<file path="src/spl_pkg.sv">
// ----------------------------------------------------------------------------
// spl_pkg: shared types for the slot pool
// opcodes, status codes, controller states and the controller/datapath bus
// ----------------------------------------------------------------------------
`timescale 1ns / 1ps
`default_nettype none

package spl_pkg;

    localparam int unsigned SLOTS_DEF      = 16;
    localparam int unsigned OWNER_BITS_DEF = 3;
    localparam int unsigned OPCODE_W       = 3;
    localparam int unsigned STATUS_W       = 3;

    typedef enum logic [OPCODE_W-1:0] {
        OP_ALLOC_FIRST = 3'd0,
        OP_ALLOC_SLOT  = 3'd1,
        OP_FREE        = 3'd2,
        OP_FIND        = 3'd3,
        OP_REBUILD     = 3'd4,
        OP_CLEAR       = 3'd5
    } opcode_t;

    typedef enum logic [STATUS_W-1:0] {
        ST_OK       = 3'd0,
        ST_BUSY     = 3'd1,
        ST_DISABLED = 3'd2,
        ST_NONE     = 3'd3,
        ST_UNLISTED = 3'd4
    } status_t;

    typedef enum logic [3:0] {
        S_IDLE,
        S_DISPATCH,
        S_SCAN_FREE,
        S_APPEND,
        S_FREE_RD,
        S_FREE_CMP,
        S_SHIFT_RD,
        S_SHIFT_WR,
        S_FIND_RD,
        S_FIND_OWN,
        S_FIND_CHK,
        S_REBUILD,
        S_RESULT
    } state_t;

    // list memory write source
    typedef enum logic [1:0] {
        LW_NONE,
        LW_APPEND,
        LW_SHIFT,
        LW_REBUILD
    } list_wr_t;

    // result slot source
    typedef enum logic [1:0] {
        SO_KEEP,
        SO_INPUT,
        SO_INDEX,
        SO_CAND
    } slot_sel_t;

    typedef enum logic [1:0] {
        IX_KEEP,
        IX_ZERO,
        IX_FIND_START,
        IX_INC
    } idx_op_t;

    typedef enum logic [1:0] {
        CN_KEEP,
        CN_CLEAR,
        CN_INC,
        CN_DEC
    } cnt_op_t;

    typedef enum logic [1:0] {
        CU_KEEP,
        CU_INDEX,
        CU_COUNT
    } cur_sel_t;

    typedef struct packed {
        logic      load_in;
        logic      clr_res;
        logic      set_status;
        status_t   status;
        slot_sel_t slot_sel;
        cur_sel_t  cur_sel;
        idx_op_t   idx_op;
        cnt_op_t   cnt_op;
        logic      take_slot;
        logic      free_mark;
        logic      clear_pool;
        list_wr_t  list_wr;
        logic      list_rd;
        logic      list_rd_next;
        logic      own_rd;
        logic      cand_load;
        logic      out_load;
    } dp_cmd_t;

    typedef struct packed {
        opcode_t op;
        logic    en;
        logic    slot_oor;
        logic    slot_busy;
        logic    cnt_full;
        logic    cnt_zero;
        logic    used_idx;
        logic    idx_last;
        logic    idx_ge_cnt;
        logic    list_hit;
        logic    idx1_lt_cnt;
        logic    idx2_lt_cnt;
        logic    own_match;
        logic    out_free;
    } dp_stat_t;

endpackage

`default_nettype wire

</file>
<file path="src/slot_pool_with_active_list.sv">
// ----------------------------------------------------------------------------
// slot_pool_with_active_list: fixed slot pool with an ordered live list
// allocates, frees and finds slots, keeps the live list compact and in order
// ----------------------------------------------------------------------------
//
// channel   direction  handshake            payload
// --------  ---------  -------------------  -----------------------------------
// s_        in         s_tvalid / s_tready  s_tuser opcode, s_tdata operands
// m_        out        m_tvalid / m_tready  m_tuser status, m_tdata results
// cfg_      in         cfg_valid/cfg_ready  cfg_data pool_enabled
//
// one item is worked at a time; after the accept and a dispatch step:
//   alloc first free: scans the in-use marks, then appends and gives the result
//   free: a list read and a compare per entry searched, a read and a write per
//   entry moved down (one list memory read port, registered read), then the result
//   find: a list read, an owner read and a compare per entry visited, then the
//   result
//   rebuild: one pass over the marks, then the result; alloc given slot: append
//   and result; clear, refused allocations and unused opcodes: the result only
// the result goes to an output register; the next item is accepted while it
// waits, and only the final step of that item stalls on a full output
// reset (aresetn low, synchronous) clears marks, owners and count at once;
// the list memory is never cleared and needs no sweep after reset
// ----------------------------------------------------------------------------
`timescale 1ns / 1ps
`default_nettype none

module slot_pool_with_active_list #(
    parameter int unsigned SLOTS      = spl_pkg::SLOTS_DEF,
    parameter int unsigned OWNER_BITS = spl_pkg::OWNER_BITS_DEF,
    localparam int unsigned SW        = $clog2(SLOTS),
    localparam int unsigned CW        = $clog2(SLOTS + 1),
    localparam int unsigned IN_BITS   = SW + 2 * OWNER_BITS + CW + 2,
    localparam int unsigned S_TDATA_W = ((IN_BITS + 7) / 8) * 8,
    localparam int unsigned OUT_BITS  = SW + 2 * CW,
    localparam int unsigned M_TDATA_W = ((OUT_BITS + 7) / 8) * 8
) (
    input  wire logic                         aclk,
    input  wire logic                         aresetn,
    // input item channel
    input  wire logic                         s_tvalid,
    output logic                              s_tready,
    // slot_number, owner_tag, cursor_in, cursor_start, owner_filter, filter_any
    input  wire logic [S_TDATA_W-1:0]         s_tdata,
    // opcode
    input  wire logic [spl_pkg::OPCODE_W-1:0] s_tuser,
    // result item channel
    output logic                              m_tvalid,
    input  wire logic                         m_tready,
    // slot_out, cursor_out, live_count
    output logic      [M_TDATA_W-1:0]         m_tdata,
    // status
    output logic      [spl_pkg::STATUS_W-1:0] m_tuser,
    // pool_enabled register write
    input  wire logic                         cfg_valid,
    output logic                              cfg_ready,
    input  wire logic                         cfg_data
);

    // sequencer commands and datapath flags
    spl_pkg::dp_cmd_t  cmd;
    spl_pkg::dp_stat_t stat;

    // controller: one state per step of an opcode
    spl_ctrl u_ctrl (
        .aclk     (aclk),
        .aresetn  (aresetn),
        .in_valid (s_tvalid),
        .in_ready (s_tready),
        .stat     (stat),
        .cmd      (cmd)
    );

    // datapath: marks and owner valid bits in flops, list and owners in ram,
    // walk index, list count, result registers and the output register
    spl_dp #(
        .SLOTS      (SLOTS),
        .OWNER_BITS (OWNER_BITS)
    ) u_dp (
        .aclk      (aclk),
        .aresetn   (aresetn),
        .s_tdata   (s_tdata),
        .s_tuser   (s_tuser),
        .cfg_valid (cfg_valid),
        .cfg_ready (cfg_ready),
        .cfg_data  (cfg_data),
        .m_tvalid  (m_tvalid),
        .m_tready  (m_tready),
        .m_tdata   (m_tdata),
        .m_tuser   (m_tuser),
        .cmd       (cmd),
        .stat      (stat)
    );

endmodule

`default_nettype wire

</file>
<file path="src/spl_ram.sv">
// ----------------------------------------------------------------------------
// spl_ram: generic single-port-write, single-port-read ram
// one write and one registered read per cycle
// ----------------------------------------------------------------------------
`timescale 1ns / 1ps
`default_nettype none

module spl_ram #(
    parameter int unsigned WIDTH = spl_pkg::OWNER_BITS_DEF,
    parameter int unsigned DEPTH = spl_pkg::SLOTS_DEF,
    localparam int unsigned AW   = (DEPTH > 1) ? $clog2(DEPTH) : 1
) (
    input  wire logic             aclk,
    input  wire logic             wr_en,
    input  wire logic [AW-1:0]    wr_addr,
    input  wire logic [WIDTH-1:0] wr_data,
    input  wire logic             rd_en,
    input  wire logic [AW-1:0]    rd_addr,
    output logic      [WIDTH-1:0] rd_data
);

    logic [WIDTH-1:0] mem_reg [DEPTH];
    logic [WIDTH-1:0] rd_data_reg;

    always_ff @(posedge aclk) begin
        if (wr_en) begin
            mem_reg[wr_addr] <= wr_data;
        end
        if (rd_en) begin
            rd_data_reg <= mem_reg[rd_addr];
        end
    end

    assign rd_data = rd_data_reg;

endmodule

`default_nettype wire

</file>
<file path="src/spl_ctrl.sv">
// ----------------------------------------------------------------------------
// spl_ctrl: slot pool sequencer
// walks each opcode through its steps and drives the datapath commands
// ----------------------------------------------------------------------------
`timescale 1ns / 1ps
`default_nettype none

module spl_ctrl (
    input  wire logic             aclk,
    input  wire logic             aresetn,
    input  wire logic             in_valid,
    output logic                  in_ready,
    input  wire spl_pkg::dp_stat_t stat,
    output spl_pkg::dp_cmd_t       cmd
);

    spl_pkg::state_t state_reg;
    spl_pkg::state_t state_next;

    always_ff @(posedge aclk) begin
        if (!aresetn) begin
            state_reg <= spl_pkg::S_IDLE;
        end else begin
            state_reg <= state_next;
        end
    end

    // next state
    always_comb begin
        state_next = state_reg;
        case (state_reg)
            spl_pkg::S_IDLE: begin
                if (in_valid) state_next = spl_pkg::S_DISPATCH;
            end
            spl_pkg::S_DISPATCH: begin
                case (stat.op)
                    spl_pkg::OP_ALLOC_FIRST: begin
                        state_next = stat.en ? spl_pkg::S_SCAN_FREE : spl_pkg::S_RESULT;
                    end
                    spl_pkg::OP_ALLOC_SLOT: begin
                        if (!stat.en || stat.slot_oor || stat.slot_busy || stat.cnt_full) begin
                            state_next = spl_pkg::S_RESULT;
                        end else begin
                            state_next = spl_pkg::S_APPEND;
                        end
                    end
                    spl_pkg::OP_FREE: begin
                        if (stat.slot_oor || stat.cnt_zero) begin
                            state_next = spl_pkg::S_RESULT;
                        end else begin
                            state_next = spl_pkg::S_FREE_RD;
                        end
                    end
                    spl_pkg::OP_FIND:    state_next = spl_pkg::S_FIND_RD;
                    spl_pkg::OP_REBUILD: state_next = spl_pkg::S_REBUILD;
                    default:             state_next = spl_pkg::S_RESULT;
                endcase
            end
            spl_pkg::S_SCAN_FREE: begin
                if (!stat.used_idx) begin
                    state_next = stat.cnt_full ? spl_pkg::S_RESULT : spl_pkg::S_APPEND;
                end else if (stat.idx_last) begin
                    state_next = spl_pkg::S_RESULT;
                end
            end
            spl_pkg::S_APPEND:  state_next = spl_pkg::S_RESULT;
            spl_pkg::S_FREE_RD: state_next = spl_pkg::S_FREE_CMP;
            spl_pkg::S_FREE_CMP: begin
                if (!stat.idx1_lt_cnt) begin
                    state_next = spl_pkg::S_RESULT;
                end else if (stat.list_hit) begin
                    state_next = spl_pkg::S_SHIFT_RD;
                end else begin
                    state_next = spl_pkg::S_FREE_RD;
                end
            end
            spl_pkg::S_SHIFT_RD: state_next = spl_pkg::S_SHIFT_WR;
            spl_pkg::S_SHIFT_WR: begin
                state_next = stat.idx2_lt_cnt ? spl_pkg::S_SHIFT_RD : spl_pkg::S_RESULT;
            end
            spl_pkg::S_FIND_RD: begin
                state_next = stat.idx_ge_cnt ? spl_pkg::S_RESULT : spl_pkg::S_FIND_OWN;
            end
            spl_pkg::S_FIND_OWN: state_next = spl_pkg::S_FIND_CHK;
            spl_pkg::S_FIND_CHK: begin
                state_next = stat.own_match ? spl_pkg::S_RESULT : spl_pkg::S_FIND_RD;
            end
            spl_pkg::S_REBUILD: begin
                if (stat.idx_last) state_next = spl_pkg::S_RESULT;
            end
            spl_pkg::S_RESULT: begin
                if (stat.out_free) state_next = spl_pkg::S_IDLE;
            end
            default: state_next = spl_pkg::S_IDLE;
        endcase
    end

    // command outputs
    always_comb begin
        cmd      = '0;
        in_ready = 1'b0;
        case (state_reg)
            spl_pkg::S_IDLE: begin
                in_ready    = 1'b1;
                cmd.load_in = in_valid;
            end
            spl_pkg::S_DISPATCH: begin
                cmd.clr_res = 1'b1;
                case (stat.op)
                    spl_pkg::OP_ALLOC_FIRST: begin
                        if (!stat.en) begin
                            cmd.set_status = 1'b1;
                            cmd.status     = spl_pkg::ST_DISABLED;
                        end else begin
                            cmd.idx_op = spl_pkg::IX_ZERO;
                        end
                    end
                    spl_pkg::OP_ALLOC_SLOT: begin
                        if (!stat.en) begin
                            cmd.set_status = 1'b1;
                            cmd.status     = spl_pkg::ST_DISABLED;
                        end else if (stat.slot_oor || stat.slot_busy || stat.cnt_full) begin
                            cmd.set_status = 1'b1;
                            cmd.status     = spl_pkg::ST_BUSY;
                        end else begin
                            cmd.slot_sel = spl_pkg::SO_INPUT;
                        end
                    end
                    spl_pkg::OP_FREE: begin
                        if (stat.slot_oor) begin
                            cmd.set_status = 1'b1;
                            cmd.status     = spl_pkg::ST_UNLISTED;
                        end else begin
                            cmd.free_mark = 1'b1;
                            cmd.slot_sel  = spl_pkg::SO_INPUT;
                            cmd.idx_op    = spl_pkg::IX_ZERO;
                            if (stat.cnt_zero) begin
                                cmd.set_status = 1'b1;
                                cmd.status     = spl_pkg::ST_UNLISTED;
                            end
                        end
                    end
                    spl_pkg::OP_FIND: begin
                        cmd.idx_op = spl_pkg::IX_FIND_START;
                    end
                    spl_pkg::OP_REBUILD: begin
                        cmd.cnt_op = spl_pkg::CN_CLEAR;
                        cmd.idx_op = spl_pkg::IX_ZERO;
                    end
                    spl_pkg::OP_CLEAR: begin
                        cmd.cnt_op     = spl_pkg::CN_CLEAR;
                        cmd.clear_pool = stat.en;
                    end
                    default: ;
                endcase
            end
            spl_pkg::S_SCAN_FREE: begin
                if (!stat.used_idx) begin
                    if (stat.cnt_full) begin
                        cmd.set_status = 1'b1;
                        cmd.status     = spl_pkg::ST_BUSY;
                    end else begin
                        cmd.slot_sel = spl_pkg::SO_INDEX;
                    end
                end else if (stat.idx_last) begin
                    cmd.set_status = 1'b1;
                    cmd.status     = spl_pkg::ST_BUSY;
                end else begin
                    cmd.idx_op = spl_pkg::IX_INC;
                end
            end
            spl_pkg::S_APPEND: begin
                cmd.take_slot = 1'b1;
                cmd.list_wr   = spl_pkg::LW_APPEND;
                cmd.cnt_op    = spl_pkg::CN_INC;
            end
            spl_pkg::S_FREE_RD: begin
                cmd.list_rd = 1'b1;
            end
            spl_pkg::S_FREE_CMP: begin
                if (stat.list_hit) begin
                    if (!stat.idx1_lt_cnt) cmd.cnt_op = spl_pkg::CN_DEC;
                end else if (stat.idx1_lt_cnt) begin
                    cmd.idx_op = spl_pkg::IX_INC;
                end else begin
                    cmd.set_status = 1'b1;
                    cmd.status     = spl_pkg::ST_UNLISTED;
                end
            end
            spl_pkg::S_SHIFT_RD: begin
                cmd.list_rd_next = 1'b1;
            end
            spl_pkg::S_SHIFT_WR: begin
                cmd.list_wr = spl_pkg::LW_SHIFT;
                cmd.idx_op  = spl_pkg::IX_INC;
                if (!stat.idx2_lt_cnt) cmd.cnt_op = spl_pkg::CN_DEC;
            end
            spl_pkg::S_FIND_RD: begin
                if (stat.idx_ge_cnt) begin
                    cmd.set_status = 1'b1;
                    cmd.status     = spl_pkg::ST_NONE;
                    cmd.cur_sel    = spl_pkg::CU_COUNT;
                end else begin
                    cmd.list_rd = 1'b1;
                end
            end
            spl_pkg::S_FIND_OWN: begin
                cmd.own_rd    = 1'b1;
                cmd.cand_load = 1'b1;
            end
            spl_pkg::S_FIND_CHK: begin
                if (stat.own_match) begin
                    cmd.slot_sel = spl_pkg::SO_CAND;
                    cmd.cur_sel  = spl_pkg::CU_INDEX;
                end else begin
                    cmd.idx_op = spl_pkg::IX_INC;
                end
            end
            spl_pkg::S_REBUILD: begin
                if (stat.used_idx) begin
                    cmd.list_wr = spl_pkg::LW_REBUILD;
                    cmd.cnt_op  = spl_pkg::CN_INC;
                end
                if (!stat.idx_last) cmd.idx_op = spl_pkg::IX_INC;
            end
            spl_pkg::S_RESULT: begin
                cmd.out_load = stat.out_free;
            end
            default: ;
        endcase
    end

endmodule

`default_nettype wire

</file>
<file path="src/spl_dp.sv">
// ----------------------------------------------------------------------------
// spl_dp: slot pool datapath
// marks, owner and list memories, count, walk index, result and output regs
// ----------------------------------------------------------------------------
`timescale 1ns / 1ps
`default_nettype none

module spl_dp #(
    parameter int unsigned SLOTS      = spl_pkg::SLOTS_DEF,
    parameter int unsigned OWNER_BITS = spl_pkg::OWNER_BITS_DEF,
    localparam int unsigned SW        = $clog2(SLOTS),
    localparam int unsigned CW        = $clog2(SLOTS + 1),
    localparam int unsigned IN_BITS   = SW + 2 * OWNER_BITS + CW + 2,
    localparam int unsigned S_TDATA_W = ((IN_BITS + 7) / 8) * 8,
    localparam int unsigned OUT_BITS  = SW + 2 * CW,
    localparam int unsigned M_TDATA_W = ((OUT_BITS + 7) / 8) * 8
) (
    input  wire logic                          aclk,
    input  wire logic                          aresetn,
    input  wire logic [S_TDATA_W-1:0]          s_tdata,
    input  wire logic [spl_pkg::OPCODE_W-1:0]  s_tuser,
    input  wire logic                          cfg_valid,
    output logic                               cfg_ready,
    input  wire logic                          cfg_data,
    output logic                               m_tvalid,
    input  wire logic                          m_tready,
    output logic      [M_TDATA_W-1:0]          m_tdata,
    output logic      [spl_pkg::STATUS_W-1:0]  m_tuser,
    input  wire spl_pkg::dp_cmd_t              cmd,
    output spl_pkg::dp_stat_t                  stat
);

    localparam int unsigned O_OWN   = SW;
    localparam int unsigned O_CUR   = O_OWN + OWNER_BITS;
    localparam int unsigned O_START = O_CUR + CW;
    localparam int unsigned O_FILT  = O_START + 1;
    localparam int unsigned O_ANY   = O_FILT + OWNER_BITS;

    // latched item
    spl_pkg::opcode_t      op_reg;
    logic [SW-1:0]         slot_in_reg;
    logic [OWNER_BITS-1:0] owner_in_reg;
    logic [CW-1:0]         cur_in_reg;
    logic                  start_reg;
    logic [OWNER_BITS-1:0] filt_reg;
    logic                  any_reg;

    logic en_reg;

    logic [SLOTS-1:0] used_reg, used_next;
    logic [SLOTS-1:0] own_valid_reg, own_valid_next;
    logic [CW-1:0]    cnt_reg, cnt_next;
    logic [CW-1:0]    idx_reg, idx_next;
    logic [SW-1:0]    cand_reg, cand_next;

    spl_pkg::status_t status_reg, status_next;
    logic [SW-1:0]    slot_out_reg, slot_out_next;
    logic [CW-1:0]    cursor_out_reg, cursor_out_next;

    logic                         m_tvalid_reg;
    logic [SW-1:0]                m_slot_reg;
    logic [CW-1:0]                m_cursor_reg;
    logic [CW-1:0]                m_count_reg;
    logic [spl_pkg::STATUS_W-1:0] m_status_reg;

    logic                  list_wr_en;
    logic [SW-1:0]         list_wr_addr;
    logic [SW-1:0]         list_wr_data;
    logic [SW-1:0]         list_rd_addr;
    logic [SW-1:0]         list_rdata;
    logic [OWNER_BITS-1:0] own_rdata;
    logic [OWNER_BITS-1:0] own_eff;
    logic [CW:0]           idx_p1;
    logic [CW:0]           idx_p2;
    logic [CW-1:0]         find_pos;

    assign idx_p1 = (CW + 1)'(idx_reg) + (CW + 1)'(1);
    assign idx_p2 = (CW + 1)'(idx_reg) + (CW + 1)'(2);

    // first position a find looks at
    assign find_pos = start_reg ? '0 :
                      (cur_in_reg >= cnt_reg) ? cnt_reg : cur_in_reg + CW'(1);

    // an owner entry not written since the last clear reads as zero
    assign own_eff = own_valid_reg[cand_reg] ? own_rdata : '0;

    always_ff @(posedge aclk) begin
        if (cmd.load_in) begin
            op_reg       <= spl_pkg::opcode_t'(s_tuser);
            slot_in_reg  <= s_tdata[SW-1:0];
            owner_in_reg <= s_tdata[O_OWN +: OWNER_BITS];
            cur_in_reg   <= s_tdata[O_CUR +: CW];
            start_reg    <= s_tdata[O_START];
            filt_reg     <= s_tdata[O_FILT +: OWNER_BITS];
            any_reg      <= s_tdata[O_ANY];
        end
    end

    assign cfg_ready = 1'b1;

    always_comb begin
        used_next       = used_reg;
        own_valid_next  = own_valid_reg;
        cnt_next        = cnt_reg;
        idx_next        = idx_reg;
        cand_next       = cand_reg;
        status_next     = status_reg;
        slot_out_next   = slot_out_reg;
        cursor_out_next = cursor_out_reg;

        if (cmd.clr_res) begin
            status_next     = spl_pkg::ST_OK;
            slot_out_next   = '0;
            cursor_out_next = '0;
        end
        if (cmd.set_status) status_next = cmd.status;

        case (cmd.slot_sel)
            spl_pkg::SO_INPUT: slot_out_next = slot_in_reg;
            spl_pkg::SO_INDEX: slot_out_next = idx_reg[SW-1:0];
            spl_pkg::SO_CAND:  slot_out_next = cand_reg;
            default: ;
        endcase

        case (cmd.cur_sel)
            spl_pkg::CU_INDEX: cursor_out_next = idx_reg;
            spl_pkg::CU_COUNT: cursor_out_next = cnt_reg;
            default: ;
        endcase

        case (cmd.idx_op)
            spl_pkg::IX_ZERO:       idx_next = '0;
            spl_pkg::IX_FIND_START: idx_next = find_pos;
            spl_pkg::IX_INC:        idx_next = idx_p1[CW-1:0];
            default: ;
        endcase

        case (cmd.cnt_op)
            spl_pkg::CN_CLEAR: cnt_next = '0;
            spl_pkg::CN_INC:   cnt_next = cnt_reg + CW'(1);
            spl_pkg::CN_DEC:   cnt_next = cnt_reg - CW'(1);
            default: ;
        endcase

        if (cmd.cand_load) cand_next = list_rdata;

        if (cmd.clear_pool) begin
            used_next      = '0;
            own_valid_next = '0;
        end
        if (cmd.free_mark) used_next[slot_in_reg] = 1'b0;
        if (cmd.take_slot) begin
            used_next[slot_out_reg]      = 1'b1;
            own_valid_next[slot_out_reg] = 1'b1;
        end
    end

    always_ff @(posedge aclk) begin
        if (!aresetn) begin
            en_reg        <= 1'b0;
            used_reg      <= '0;
            own_valid_reg <= '0;
            cnt_reg       <= '0;
            idx_reg       <= '0;
            m_tvalid_reg  <= 1'b0;
        end else begin
            if (cfg_valid) en_reg <= cfg_data;
            used_reg      <= used_next;
            own_valid_reg <= own_valid_next;
            cnt_reg       <= cnt_next;
            idx_reg       <= idx_next;
            if (cmd.out_load) begin
                m_tvalid_reg <= 1'b1;
            end else if (m_tready) begin
                m_tvalid_reg <= 1'b0;
            end
        end
    end

    always_ff @(posedge aclk) begin
        cand_reg       <= cand_next;
        status_reg     <= status_next;
        slot_out_reg   <= slot_out_next;
        cursor_out_reg <= cursor_out_next;
        if (cmd.out_load) begin
            m_slot_reg   <= slot_out_reg;
            m_cursor_reg <= cursor_out_reg;
            m_count_reg  <= cnt_reg;
            m_status_reg <= status_reg;
        end
    end

    // list memory port muxing
    always_comb begin
        list_wr_en   = 1'b1;
        list_wr_addr = cnt_reg[SW-1:0];
        list_wr_data = slot_out_reg;
        case (cmd.list_wr)
            spl_pkg::LW_APPEND: begin
                list_wr_addr = cnt_reg[SW-1:0];
                list_wr_data = slot_out_reg;
            end
            spl_pkg::LW_SHIFT: begin
                list_wr_addr = idx_reg[SW-1:0];
                list_wr_data = list_rdata;
            end
            spl_pkg::LW_REBUILD: begin
                list_wr_addr = cnt_reg[SW-1:0];
                list_wr_data = idx_reg[SW-1:0];
            end
            default: list_wr_en = 1'b0;
        endcase
    end

    assign list_rd_addr = cmd.list_rd_next ? idx_p1[SW-1:0] : idx_reg[SW-1:0];

    spl_ram #(
        .WIDTH (SW),
        .DEPTH (SLOTS)
    ) u_list_ram (
        .aclk    (aclk),
        .wr_en   (list_wr_en),
        .wr_addr (list_wr_addr),
        .wr_data (list_wr_data),
        .rd_en   (cmd.list_rd | cmd.list_rd_next),
        .rd_addr (list_rd_addr),
        .rd_data (list_rdata)
    );

    spl_ram #(
        .WIDTH (OWNER_BITS),
        .DEPTH (SLOTS)
    ) u_owner_ram (
        .aclk    (aclk),
        .wr_en   (cmd.take_slot),
        .wr_addr (slot_out_reg),
        .wr_data (owner_in_reg),
        .rd_en   (cmd.own_rd),
        .rd_addr (list_rdata),
        .rd_data (own_rdata)
    );

    always_comb begin
        stat.op          = op_reg;
        stat.en          = en_reg;
        stat.slot_oor    = CW'(slot_in_reg) >= CW'(SLOTS);
        stat.slot_busy   = !stat.slot_oor && used_reg[slot_in_reg];
        stat.cnt_full    = cnt_reg >= CW'(SLOTS);
        stat.cnt_zero    = cnt_reg == '0;
        stat.used_idx    = used_reg[idx_reg[SW-1:0]];
        stat.idx_last    = idx_reg == CW'(SLOTS - 1);
        stat.idx_ge_cnt  = idx_reg >= cnt_reg;
        stat.list_hit    = list_rdata == slot_in_reg;
        stat.idx1_lt_cnt = idx_p1 < (CW + 1)'(cnt_reg);
        stat.idx2_lt_cnt = idx_p2 < (CW + 1)'(cnt_reg);
        stat.own_match   = any_reg || (own_eff == filt_reg);
        stat.out_free    = !m_tvalid_reg || m_tready;
    end

    assign m_tvalid = m_tvalid_reg;
    assign m_tdata  = M_TDATA_W'({m_count_reg, m_cursor_reg, m_slot_reg});
    assign m_tuser  = m_status_reg;

endmodule

`default_nettype wire

</file>
<file path="config.mk">
export PLATFORM = sky130hd
export DESIGN_NAME = slot_pool_with_active_list
export DESIGN_NICKNAME = d
export VERILOG_FILES = /design/src/spl_pkg.sv /design/src/slot_pool_with_active_list.sv /design/src/spl_ram.sv /design/src/spl_ctrl.sv /design/src/spl_dp.sv
export SDC_FILE = /design/constraint.sdc
export NUM_CORES = 1
export LEC_CHECK = 0
export ABC_AREA = 1
export BUFFER_PORTS_ARGS = -buffer_cell sky130_fd_sc_hd__buf_2
export CORE_UTILIZATION = 45
export CTS_CLUSTER_SIZE = 12
export DETAILED_ROUTE_END_ITERATION = 8
export SKIP_CTS_REPAIR_TIMING = 1
export SYNTH_ARGS = -nofsm -noshare
export SYNTH_HDL_FRONTEND = slang
export SYNTH_SLANG_ARGS = --single-unit
</file>
<file path="constraint.sdc">
create_clock -name aclk -period 5.73 [get_ports aclk]
set_clock_uncertainty 0.05 [all_clocks]
set_input_delay 1.146 -clock aclk [delete_from_list [all_inputs] [get_ports aclk]]
set_output_delay 1.146 -clock aclk [all_outputs]
set_load 0.01 [all_outputs]
</file>
After elaboration in Yosys (flattened, before gate mapping). Memories as Yosys holds them, arrays and structs flattened. A register that Yosys moved wholly into a read port is not among the register bits. Index checks and enable logic that the tools add are counted.

Reduce and logical (&&, ||, !) cells: 22. $add $sub $neg: 5. Bitwise logic cells: 5. Magnitude comparators: 11. Multiplexer cells: 100. Eq/ne operators: 36.

Operators with widths (count): 2-to-1 mux 4 bit (24); 2-to-1 mux 16 bit (5); one-hot mux 4 bit (13 select lines) (1); 2-to-1 mux 2 bit (17); OR 16 bit (2); one-hot mux 5 bit (3 select lines) (2); 2-to-1 mux 1 bit (24); one-hot mux 4 bit (3 select lines) (2); equality test 4 bit, second input constant (5); < comparator 4 x 5 -> 1 bit, second input constant (4); one-hot mux 4 bit (5 select lines) (1); equality test 2 bit, second input constant (9); one-hot mux 2 bit (3 select lines) (3); bitwise AND 16 bit (1); equality test 4 x 3 -> 1 bit, second input constant (4); inverter 16 bit (1); one-hot mux 4 bit (4 select lines) (1); 2-to-1 mux 3 bit (5); 2-to-1 mux 5 bit (3); binary-select mux 1 bit (select 4 bit) (3); < comparator 6 x 5 -> 1 bit (2); one-hot mux 2 bit (6 select lines) (1); adder 5 x 1 -> 5 bit, second input constant (2); equality test 2 x 1 -> 1 bit, second input constant (5); 35 further kinds (52).

Output and inout bits: 22. Register bits after elaboration: 101. Memories kept: 2. Bits in writable memories: 112. Input bits: 33. Logic and storage cells: 203.

Memories: u_dp.u_list_ram.mem_reg (words 16, bits a word 4, read ports 1, clocked after Yosys merged registers in 1, write ports 1, line spl_ram.sv:22) `logic [WIDTH-1:0] mem_reg [DEPTH];`; u_dp.u_owner_ram.mem_reg (words 16, bits a word 3, read ports 1, clocked after Yosys merged registers in 1, write ports 1, line spl_ram.sv:22).

Longest topological paths before layout. Gate-level depths: netlist of the first run.

Depth in word-level cells: 9. Mapped depth: 23. Depth with buffers taken out: 22.

Modules after synthesis. Synthesis of the first run repeated with hierarchy kept, for this count alone.

Cell total of the unflattened synthesis: 1266. Area, all modules: 11164.5 µm².

By module, submodules not included: spl_dp (seq. area each 2472.4 µm², area an instance 5114.9 µm², cells an instance 593, instances 1); spl_ram (u_dp.u_list_ram) (seq. area each 2042.0 µm², area an instance 3006.6 µm², cells an instance 290, instances 1); spl_ram (u_dp.u_owner_ram) (seq. area each 1531.5 µm², area an instance 2269.7 µm², cells an instance 224, instances 1); spl_ctrl (seq. area each 80.1 µm², area an instance 773.2 µm², cells an instance 159, instances 1).

Worst setup path before layout of the first run. OpenSTA, ideal clock, no wires.

Kind: register to register. Start point: register u_dp.idx_reg[1]. End point: register u_dp.cnt_reg[4]. Library setup time: 116 ps. Stages on the path, launching flop included: 23. Data required time: 5564 ps. Period minus slack after synthesis: 3278 ps. Setup slack: 2452 ps. Buffers on the path: 0. Arrival time: 3112 ps. Cells stage by stage: dfxtp_1 ha_1 nand2_1 inv_1 nand2_1 nand2_1 inv_1 ha_1 a21boi_0 o21ai_1 nand2_1 nand3_1 nand2_1 inv_1 fa_1 or2_2 nand2_1 a21oi_1 nor2_2 xor2_1 inv_1 nor2_1 nor2_1.

Longest elaborated chain between the ends: 7. Elaborated cells on any way between the ends: 16. Those cells by class: add/sub (2); order compare (2); eq/ne (3); mux (8); reduce/logical (1).

RTL lines: start: declaration (line spl_dp.sv:53) `logic [CW-1:0] idx_reg, idx_next;`; start signal: assignment (line spl_dp.sv:171) `idx_reg <= idx_next;`; adder 5 x 1 -> 6 bit (line spl_dp.sv:77) `assign idx_p1 = (CW + 1)'(idx_reg) + (CW + 1)'(1);`; < comparator 6 x 5 -> 1 bit (line spl_dp.sv:254) `stat.idx1_lt_cnt = idx_p1 < (CW + 1)'(cnt_reg);`; 2-to-1 mux 2 bit (line spl_ctrl.sv:182) `if (!stat.idx1_lt_cnt) cmd.cnt_op = spl_pkg::CN_DEC;`; 2-to-1 mux 2 bit (line spl_ctrl.sv:181) `if (stat.list_hit) begin`; one-hot mux 2 bit (5 select lines) (*) (line spl_ctrl.sv:102) `case (state_reg)`; equality test 2 bit or equality test 2 x 1 -> 1 bit (tied branches) (line spl_dp.sv:138) `case (cmd.cnt_op)`; one-hot mux 5 bit (3 select lines) or nonzero test 3 bit (tied branches); end signal: assignment (line spl_dp.sv:170) `cnt_reg <= cnt_next;`; end: declaration (line spl_dp.sv:52) `logic [CW-1:0] cnt_reg, cnt_next;`.

Every way passes the cells marked *; elsewhere a longest branch is shown, timed or not. The select of a mux whose other input is x is not followed. A chain may end at the register's enable or synchronous reset.

Worst setup path after layout of the first run.
Start point: register u_dp.idx_reg[2]. End point: register u_dp.cnt_reg[4].

Same word-level chain as after synthesis.

==> metrics.csv, run 1 <==
stage,metric,value,unit
floorplanning,rows,56,
critical_path,crit_path_start_kind,flip-flop,
timing,grt_setup_unrepaired,false,
clock_tree,clock_latency,0.52,ns
routing,drc,0,
clock_tree,root_buffer,clkbuf_16,
global_route,antenna_found_initial,0,
cells_and_area,fin_util,0.514,
timing,worst_pin_slew,0.949,ns
job,drv_cap,0,
synthesis,ys.flop_type,edfxtp_1,
floorplanning,ios,55,
pwr,clockPowerShare,0.342,
synthesis,synthDominantCellAreaShare,0.481,
floorplanning,core_area,0.0235,mm^2
timing,min_period,3.93,ns
placed_design,gp_congestion,0.857,
timing,setup_viol,0,
routing,dr.first_iter.drc_count,558,
routing,first_pass_iters,5,
clock_tree,clk_path_buf_depth,3,
routing,routed_via_density,5.19,
floorplanning,die_y,157,um
floorplanning,die_w,157,um
cells_and_area,instances_no_fill,1517,
clock_tree,path_clk_slew,0.06,ns
synthesis,avgSynthCellArea,9.49,um^2
synthesis,synth.area.top_cells,"edfxtp_1, dfxtp_1, nand2_1",
global_route,grt_pass1_wl,41.4,mm
cells_and_area,stdcell_area,0.0121,mm^2
routing,wl_per_cell,17.0,um
critical_path,worst-setup-path-type,flip-flop to flip-flop,
placed_design,hpwlAfterDp,18.1,mm
synthesis,ys_ff_latch,220,
clock_tree,cts_buffers,24,
placed_design,place_area,0.0113,mm^2
cells_and_area,drive_above_1_share,0.112,
critical_path,endpoint_kind,flip-flop,
timing,slew_violations,0,
placed_design,port_buffers,44,
global_route,grt_overflow,0,
global_route,grt_pass1_vias,7779,
floorplanning,start_util,0.458,
global_route,grt_max_degree,37,
pwr,p_leak,4.76,nW
pwr,report.power.total,4.47,mW
clock_tree,htreeDepth,1,
pwr,p_comb_frac,0.179,
pwr,p_seq_frac,0.478,
routing,drtAntennaViolNets,0,
cells_and_area,area_delta_synth_final,12.3,%
synthesis,netlist_instances,1133,
pwr,swShare,0.297,
cells_and_area,mostFrequentLayoutCells,"nand2_1, edfxtp_1, inv_1, nor2_1, o21ai_0",
worst_hold_path,hold_path_class,flip-flop to flip-flop,
pwr,p_switching,1.33,mW
clock_tree,clock-sinks,220,
synthesis,synth.distinct_cells,54,
global_route,grt_use_total,0.219,
timing,hold_violations,0,
routing,dr_total_vias,7880,
critical_path,cp_max_fo,10,
timing,max_freq,0.255,GHz
timing,finalCritPeriodShare,0.685,
synthesis,synth_area,0.0107,mm^2
critical_path,cp.arrival,4.28,ns
pwr,vdd_drop_max,271,uV
placed_design,placed_cells,1473,
cells_and_area,insertedDiodeCount,0,
cells_and_area,final_common_cell,nand2_1,
floorplanning,die_area,0.0245,mm^2
critical_path,cp_data_required_time,6.09,ns
cells_and_area,largest_reg_flops,64,
synthesis,seq_area_frac_synth,0.570,
routing,wirelength,25.8,mm
synthesis,async_flop_share,0,
clock_tree,cts_tree,yes,
synthesis,yosysWarnings,0,
run_status,status,completed,
pwr,p_per_area,370,mW/mm^2
cells_and_area,nets,1246,
synthesis,synth_top_area_cell,edfxtp_1,
pwr,internal_power,3.14,mW
synthesis,synth_edf_count,172,
timing,slew_headroom,0.361,
timing,tns,0,ns
## routing by layer
| layer | track usage | part of all wire | wire [um] | up-vias |
|---|---|---|---|---|
| li1 | - | - | - | 3922 |
| met1 | 0.295 | 0.46 | 11800 | 3705 |
| met2 | 0.357 | 0.46 | 11800 | 201 |
| met3 | 0.0307 | 0.045 | 1160 | 52 |
| met4 | 0.0859 | 0.039 | 1000 | 0 |
| met5 | 0 | 0 | 0 | - |
## final timing paths
check,startpoint,to,cells after the start,slack (ns)
hold / removal,u_dp.cursor_out_reg[2],u_dp.m_cursor_reg[2],0,0.37
setup / recovery,u_dp.idx_reg[2],u_dp.cnt_reg[4],22,1.80
hold reg to reg,u_dp.cursor_out_reg[2],u_dp.m_cursor_reg[2],0,0.37
setup reg to reg,u_dp.idx_reg[2],u_dp.cnt_reg[4],22,1.80
## cells by family (layout without fill, tap and decap cells)
kind of cell | count (synthesis) | in the layout | synth area share
AND/OR/NAND/NOR | 436 | 436 | 0.173
multiplexers | 8 | 8 | 0.00745
flip-flops | 220 | 220 | 0.570
other | 2 | 3 | 0.000699
XOR/XNOR | 10 | 10 | 0.00815
buffers and inverters | 210 | 274 | 0.0779
adder cells (fa/ha/maj) | 33 | 33 | 0.0391
AO/OA/AOI/OAI | 214 | 214 | 0.124
## worst max-delay path, cell delays in order (launching register included)
cell,delay (ns)
dfxtp_1,0.65
ha_1,0.29
nand2_1,0.06
inv_1,0.14
nand2_1,0.06
nand2_1,0.08
inv_1,0.05
ha_1,0.26
a21boi_0,0.19
o21ai_1,0.12
nand2_1,0.13
nand3_1,0.10
nand2_1,0.24
inv_1,0.09
fa_1,0.38
or2_2,0.32
nand2_1,0.06
a21oi_1,0.06
nor2_2,0.11
xor2_1,0.18
inv_1,0.05
nor2_1,0.08
nor2_1,0.05
## layout make-up
class	instances	area, um^2
Fill cell	2184	11400
Sequential cell	220	6130
Multi-Input combinational cell	704	3800
Clock buffer	39	746
Inverter	176	663
Tap cell	319	399
Timing Repair Buffer	54	295
Clock inverter	5	48.8
## power by group through the flow
stage	Clock, mW	Combinational [mW]	Sequential, mW
floorplan	0	0.571	2.09
global placement	0	0.787	2.17
detailed placement	0	0.801	2.17
CTS	1.56	0.806	2.14
global route	1.61	0.901	2.15
finish	1.53	0.802	2.14
## through the flow
step	hold slack [ns]	setup WS (ns)
floorplan	0.350	2.45
global placement	0.358	1.88
detailed placement	0.357	1.81
CTS	0.371	1.79
global route	0.380	1.36
finish	0.369	1.80
## Yosys cell counts (all sizes together) (10+ instances only)
master	n
edfxtp	172
o21ai	79
nand3	48
o221ai	18
dfxtp	48
o211ai	31
ha	32
nand4	10
nor2	157
inv	173
clkbuf	15
a21oi	54
nand2	208
buf	19
(Power assumes the default switching activity.)
==> inputs of run 2 (changes only) <==
==> constraint.sdc (replaced) <==
create_clock -name aclk -period 4 [get_ports aclk]
set_clock_uncertainty 0.05 [all_clocks]
set_input_delay 0.8 -clock aclk [delete_from_list [all_inputs] [get_ports aclk]]
set_output_delay 0.8 -clock aclk [all_outputs]
set_load 0.01 [all_outputs]
==> metrics.csv, run 2 (same netlist as run 1, synthesis figures left out) <==
stage,metric,value,unit,change
floorplanning,core_area,0.0235,mm^2,unchanged
placed_design,port_buffers,44,,unchanged
routing,dr_total_vias,7981,,+1.3%
routing,wl_per_cell,16.9,um,-0.70%
timing,tns,0,ns,unchanged
timing,max_freq,0.281,GHz,+10%
timing,setup_viol,0,,unchanged
clock_tree,htreeDepth,1,,unchanged
clock_tree,clock_latency,0.53,ns,about the same
floorplanning,die_area,0.0245,mm^2,unchanged
cells_and_area,area_delta_synth_final,12.1,%,
clock_tree,path_clk_slew,0.06,ns,about the same
global_route,grt_use_total,0.217,,-0.00225
timing,finalCritPeriodShare,0.890,,+0.205
clock_tree,cts_tree,yes,,
routing,dr.first_iter.drc_count,502,,-10%
critical_path,endpoint_kind,flip-flop,,
floorplanning,die_w,157,um,unchanged
cells_and_area,mostFrequentLayoutCells,"nand2_1, edfxtp_1, inv_1, nor2_1, o21ai_0",,
critical_path,crit_top_cell,nand2_1,,
placed_design,gp_congestion,0.899,,+4.9%
clock_tree,clk_path_buf_depth,3,,unchanged
pwr,p_leak,4.75,nW,-0.12%
critical_path,worst-path-buf-inv,4,,unchanged
worst_hold_path,whs_path_depth,0,,unchanged
floorplanning,die_y,157,um,unchanged
routing,drc,0,,unchanged
critical_path,cpPeakStageDelay,0.44,ns,-0.21 ns
timing,hold_violations,0,,unchanged
floorplanning,start_util,0.458,,unchanged
timing,min_period,3.56,ns,-0.364 ns
placed_design,hpwlAfterDp,18.2,mm,+0.46%
cells_and_area,drive_above_1_share,0.113,,+0.00120
timing,worst_pin_slew,0.979,ns,+0.0301 ns
timing,grt_setup_unrepaired,false,,
cells_and_area,nets,1253,,+0.56%
critical_path,cp.depth,22,,unchanged
floorplanning,ios,55,,unchanged
clock_tree,clock-sinks,220,,unchanged
routing,wirelength,25.7,mm,-0.37%
cells_and_area,insertedDiodeCount,0,,unchanged
global_route,antenna_found_initial,0,,unchanged
pwr,vdd_drop_max,281,uV,+3.4%
placed_design,placed_cells,1480,,+0.48%
run_status,status,completed,,
cells_and_area,largest_reg_flops,64,,unchanged
routing,first_pass_iters,5,,unchanged
critical_path,crit_chain,ha_1 > nand2_1 > inv_1 > nand2_1 > nand2_1 > inv_1 > ha_1 > a21boi_0 > o21ai_1 > nand2_1 > nand3_1 > nand2_2 > inv_1 > fa_1 > or2_2 > nand2_1 > a21oi_1 > nor2_2 > xor2_1 > inv_1 > nor2_1 > nor2_1,,
critical_path,critPathTopFamily,simple AND/OR/NAND/NOR gates,,
cells_and_area,final_common_cell,nand2_1,,
critical_path,reg2reg_depth,22,,unchanged
critical_path,worst-setup-path-type,flip-flop to flip-flop,,
floorplanning,rows,56,,unchanged
timing,slew_violations,0,,unchanged
worst_hold_path,hold_path_class,flip-flop to flip-flop,,
critical_path,critical_path.slowest_cell,dfxtp_1,,
clock_tree,root_buffer,clkbuf_16,,
timing,slew_headroom,0.340,,-0.0203
routing,routed_via_density,5.24,,+0.95%
critical_path,cp_max_fo,7,,-3
job,drv_cap,0,,unchanged
pwr,p_per_area,518,mW/mm^2,+40%
cells_and_area,instances_no_fill,1522,,+0.33%
critical_path,crit_path_start_kind,flip-flop,,
global_route,grt_overflow,0,,unchanged
global_route,grt_pass1_vias,7572,,-2.7%
clock_tree,cts_buffers,24,,unchanged
global_route,grt_max_degree,41,,+11%
global_route,grt_pass1_wl,40.9,mm,-1.1%
critical_path,cp.arrival,3.92,ns,-0.36 ns
critical_path,cp_data_required_time,4.36,ns,-1.73 ns
routing,drtAntennaViolNets,0,,unchanged
run 2: changes by cell type in the layout (fill, tap and decap cells not counted), sizes merged:
| cell | previous run | this run |
|---|---|---|
| clkbuf | 39 | 33 |
| clkinv | 7 | 12 |
| buf | 54 | 61 |
| bufinv | 1 | 0 |
run 2: metal layers:
layer,part of all wire,GRT usage
met5,0,0
met4,0.027,0.0724
met3,0.048,0.0238
met2,0.46,0.350
met1,0.46,0.304
run 2: path summary, 6_finish.rpt:
path | endpoint | slack [ns] | startpoint
setup / recovery | u_dp.cnt_reg[4] | 0.44 | u_dp.idx_reg[1]
hold reg to reg | u_dp.m_cursor_reg[3] | 0.37 | u_dp.cursor_out_reg[3]
setup reg to reg | u_dp.cnt_reg[4] | 0.44 | u_dp.idx_reg[1]
hold / removal | u_dp.m_cursor_reg[3] | 0.37 | u_dp.cursor_out_reg[3]
run 2: power by group:
part | internal [mW] | leakage (nW) | switching, mW
combinational | 0.341 | 2.45 | 0.832
clock | 1.16 | 0.352 | 0.879
sequential | 2.83 | 1.96 | 0.206
run 2: worst register-to-register path, cell delays in order, from the launching register on:
cell and delay [ns]:
dfxtp_1 0.44, ha_1 0.23, nand2_1 0.07, inv_1 0.13
nand2_1 0.07, nand2_1 0.08, inv_1 0.06, ha_1 0.26
a21boi_0 0.19, o21ai_1 0.12, nand2_1 0.13, nand3_1 0.10
nand2_2 0.18, inv_1 0.08, fa_1 0.37, or2_2 0.31
nand2_1 0.06, a21oi_1 0.06, nor2_2 0.11, xor2_1 0.17
inv_1 0.05, nor2_1 0.08, nor2_1 0.05
run 2: metrics by stage:
stage | hold WS (ns) | worst slack, ns | utilization | total power, mW | cell area (um^2)
3_5_place_dp | 0.355 | 0.360 | 0.483 | 4.26 | 11300
5_1_grt | 0.375 | 0.0560 | 0.513 | 6.55 | 12100
2_1_floorplan | 0.350 | 0.722 | - | 3.81 | 10800
4_1_cts | 0.368 | 0.340 | 0.513 | 6.29 | 12000
3_3_place_gp | 0.354 | 0.383 | 0.483 | 4.24 | 11300
6_report | 0.367 | 0.439 | 0.513 | 6.25 | 12100
run 2: layout make-up:
cell class	instances	area, um^2
Inverter	176	663
Fill cell	2200	11400
Clock inverter	9	51.3
Timing Repair Buffer	61	348
Clock buffer	33	666
Tap cell	319	399
Multi-Input combinational cell	704	3800
Sequential cell	220	6130
==> inputs of run 3 (changes only) <==
--- a/config.mk
+++ b/config.mk
@@ -10,6 +10,7 @@
 export CORE_UTILIZATION = 45
 export CTS_CLUSTER_SIZE = 12
 export DETAILED_ROUTE_END_ITERATION = 8
+export MAX_ROUTING_LAYER = met4
 export SKIP_CTS_REPAIR_TIMING = 1
 export SYNTH_ARGS = -nofsm -noshare
 export SYNTH_HDL_FRONTEND = slang
==> metrics.csv, run 3 (same netlist as run 1, synthesis figures left out) <==
stage,metric,value,unit,change
run_status,status,completed,,
cells_and_area,drive_above_1_share,0.113,,unchanged
cells_and_area,largest_reg_flops,64,,unchanged
clock_tree,clock_latency,0.53,ns,about the same
worst_hold_path,hold_path_class,flip-flop to flip-flop,,
placed_design,place_area,0.0113,mm^2,unchanged
timing,tns,0,ns,unchanged
floorplanning,rows,56,,unchanged
cells_and_area,insertedDiodeCount,0,,unchanged
timing,hold_violations,0,,unchanged
worst_hold_path,min_from,u_dp.cursor_out_reg[3],,
placed_design,hpwlAfterDp,18.2,mm,unchanged
clock_tree,clock-sinks,220,,unchanged
critical_path,worst-setup-path-type,flip-flop to flip-flop,,
cells_and_area,nets,1253,,unchanged
global_route,grt_pass1_vias,7566,,-0.079%
critical_path,crit_path_start_kind,flip-flop,,
timing,min_period,3.56,ns,+0.00345 ns
critical_path,cp.arrival,3.92,ns,about the same
critical_path,reg2reg_depth,22,,unchanged
cells_and_area,mostFrequentLayoutCells,"nand2_1, edfxtp_1, inv_1, nor2_1, o21ai_0",,
floorplanning,start_util,0.458,,unchanged
routing,dr_total_vias,7948,,-0.41%
pwr,p_leak,4.75,nW,unchanged
clock_tree,cts_tree,yes,,
timing,setup_viol,0,,unchanged
global_route,gr-usage-met3,0.0238,,unchanged
global_route,grt_max_degree,41,,unchanged
routing,dr.first_iter.drc_count,526,,+4.8%
routing,wirelength,25.8,mm,+0.44%
placed_design,gp_congestion,0.914,,+1.7%
global_route,grt_overflow,0,,unchanged
critical_path,endpoint_kind,flip-flop,,
cells_and_area,final_common_cell,nand2_1,,
cells_and_area,area_delta_synth_final,12.1,%,unchanged
global_route,grt_pass1_wl,40.9,mm,about the same
clock_tree,path_clk_slew,0.06,ns,about the same
pwr,p_per_area,519,mW/mm^2,about the same
timing,worst_pin_slew,0.988,ns,+0.00864 ns
critical_path,cp_data_required_time,4.35,ns,about the same
timing,max_freq,0.281,GHz,about the same
global_route,busiest_layer,met2,,
clock_tree,clk_path_buf_depth,3,,unchanged
critical_path,crit_chain,ha_1 > nand2_1 > inv_1 > nand2_1 > nand2_1 > inv_1 > ha_1 > a21boi_0 > o21ai_1 > nand2_1 > nand3_1 > nand2_2 > inv_1 > fa_1 > or2_2 > nand2_1 > a21oi_1 > nor2_2 > xor2_1 > inv_1 > nor2_1 > nor2_1,,
worst_hold_path,whs_path_depth,0,,unchanged
global_route,grt_use_total,0.224,,+0.00698
timing,slew_violations,0,,unchanged
clock_tree,htreeDepth,1,,unchanged
critical_path,critical_path.slowest_cell,dfxtp_1,,
timing,hold_ws,0.367,ns,-0.0000130 ns
critical_path,crit_top_cell,nand2_1,,
floorplanning,ios,55,,unchanged
critical_path,cp-startpoint,u_dp.idx_reg[1],,
global_route,antenna_found_initial,0,,unchanged
floorplanning,die_area,0.0245,mm^2,unchanged
clock_tree,root_buffer,clkbuf_16,,
critical_path,cp_max_fo,7,,unchanged
routing,wl_per_cell,17.0,um,+0.44%
timing,finalCritPeriodShare,0.891,,about the same
clock_tree,cts_buffers,24,,unchanged
critical_path,cpPeakStageDelay,0.44,ns,about the same
timing,grt_setup_unrepaired,false,,
routing,first_pass_iters,5,,unchanged
pwr,report.power.total,6.25,mW,about the same
routing,drtAntennaViolNets,0,,unchanged
pwr,vdd_drop_max,280,uV,-0.17%
global_route,use_met2,0.350,,about the same
cells_and_area,stdcell_area,0.0121,mm^2,unchanged
floorplanning,core_area,0.0235,mm^2,unchanged
routing,routed_via_density,5.22,,-0.41%
timing,slew_headroom,0.335,,-0.00582
critical_path,r2r-start,u_dp.idx_reg[1],,
global_route,grtUsageMet1,0.305,,+0.00145
floorplanning,die_w,157,um,unchanged
routing,drc,0,,unchanged
job,drv_cap,0,,unchanged
placed_design,port_buffers,44,,unchanged
floorplanning,die_y,157,um,unchanged
## run 3: where the power goes
part | leakage (nW) | internal [mW] | switching, mW
Combinational | 2.45 | 0.341 | 0.838
Clock | 0.352 | 1.16 | 0.878
Sequential | 1.96 | 2.83 | 0.206
## run 3: worst max-delay path, delay by kind of cell, from the launching register on
kind | cells | cell delay, ns
buffers and inverters | 4 | 0.31
flip-flops | 1 | 0.44
AND/OR/NAND/NOR | 11 | 1.23
XOR/XNOR | 1 | 0.18
adder cells (fa/ha/maj) | 3 | 0.86
AO/OA/AOI/OAI | 3 | 0.37
## run 3: cell type report
type,count,area (um^2)
Fill cell,2200,11400
Inverter,176,663
Clock buffer,33,666
Clock inverter,9,51.3
Tap cell,319,399
Timing Repair Buffer,61,348
Multi-Input combinational cell,704,3800
Sequential cell,220,6130
## run 3: per-stage QoR
step | worst slack (ns) | instances | utilization
final | 0.436 | 1522 | 0.513
after detailed placement | 0.360 | 1480 | 0.483
after global placement | 0.383 | 1480 | 0.483
after floorplan | 0.722 | 1134 | -
after global routing | 0.0560 | 1522 | 0.513
after CTS | 0.340 | 1522 | 0.513
## run 3: per-layer routing
| layer | wire length [um] | vias up |
|---|---|---|
| li1 | - | 3942 |
| met1 | 12000 | 3780 |
| met2 | 11900 | 181 |
| met3 | 1160 | 45 |
| met4 | 669 | 0 |
| met5 | 0 | - |
## run 3: worst paths after layout
check	slack, ns	endpoint
hold / removal	0.37	u_dp.m_cursor_reg[3]
setup reg to reg	0.44	u_dp.cnt_reg[4]
setup / recovery	0.44	u_dp.cnt_reg[4]
hold reg to reg	0.37	u_dp.m_cursor_reg[3]
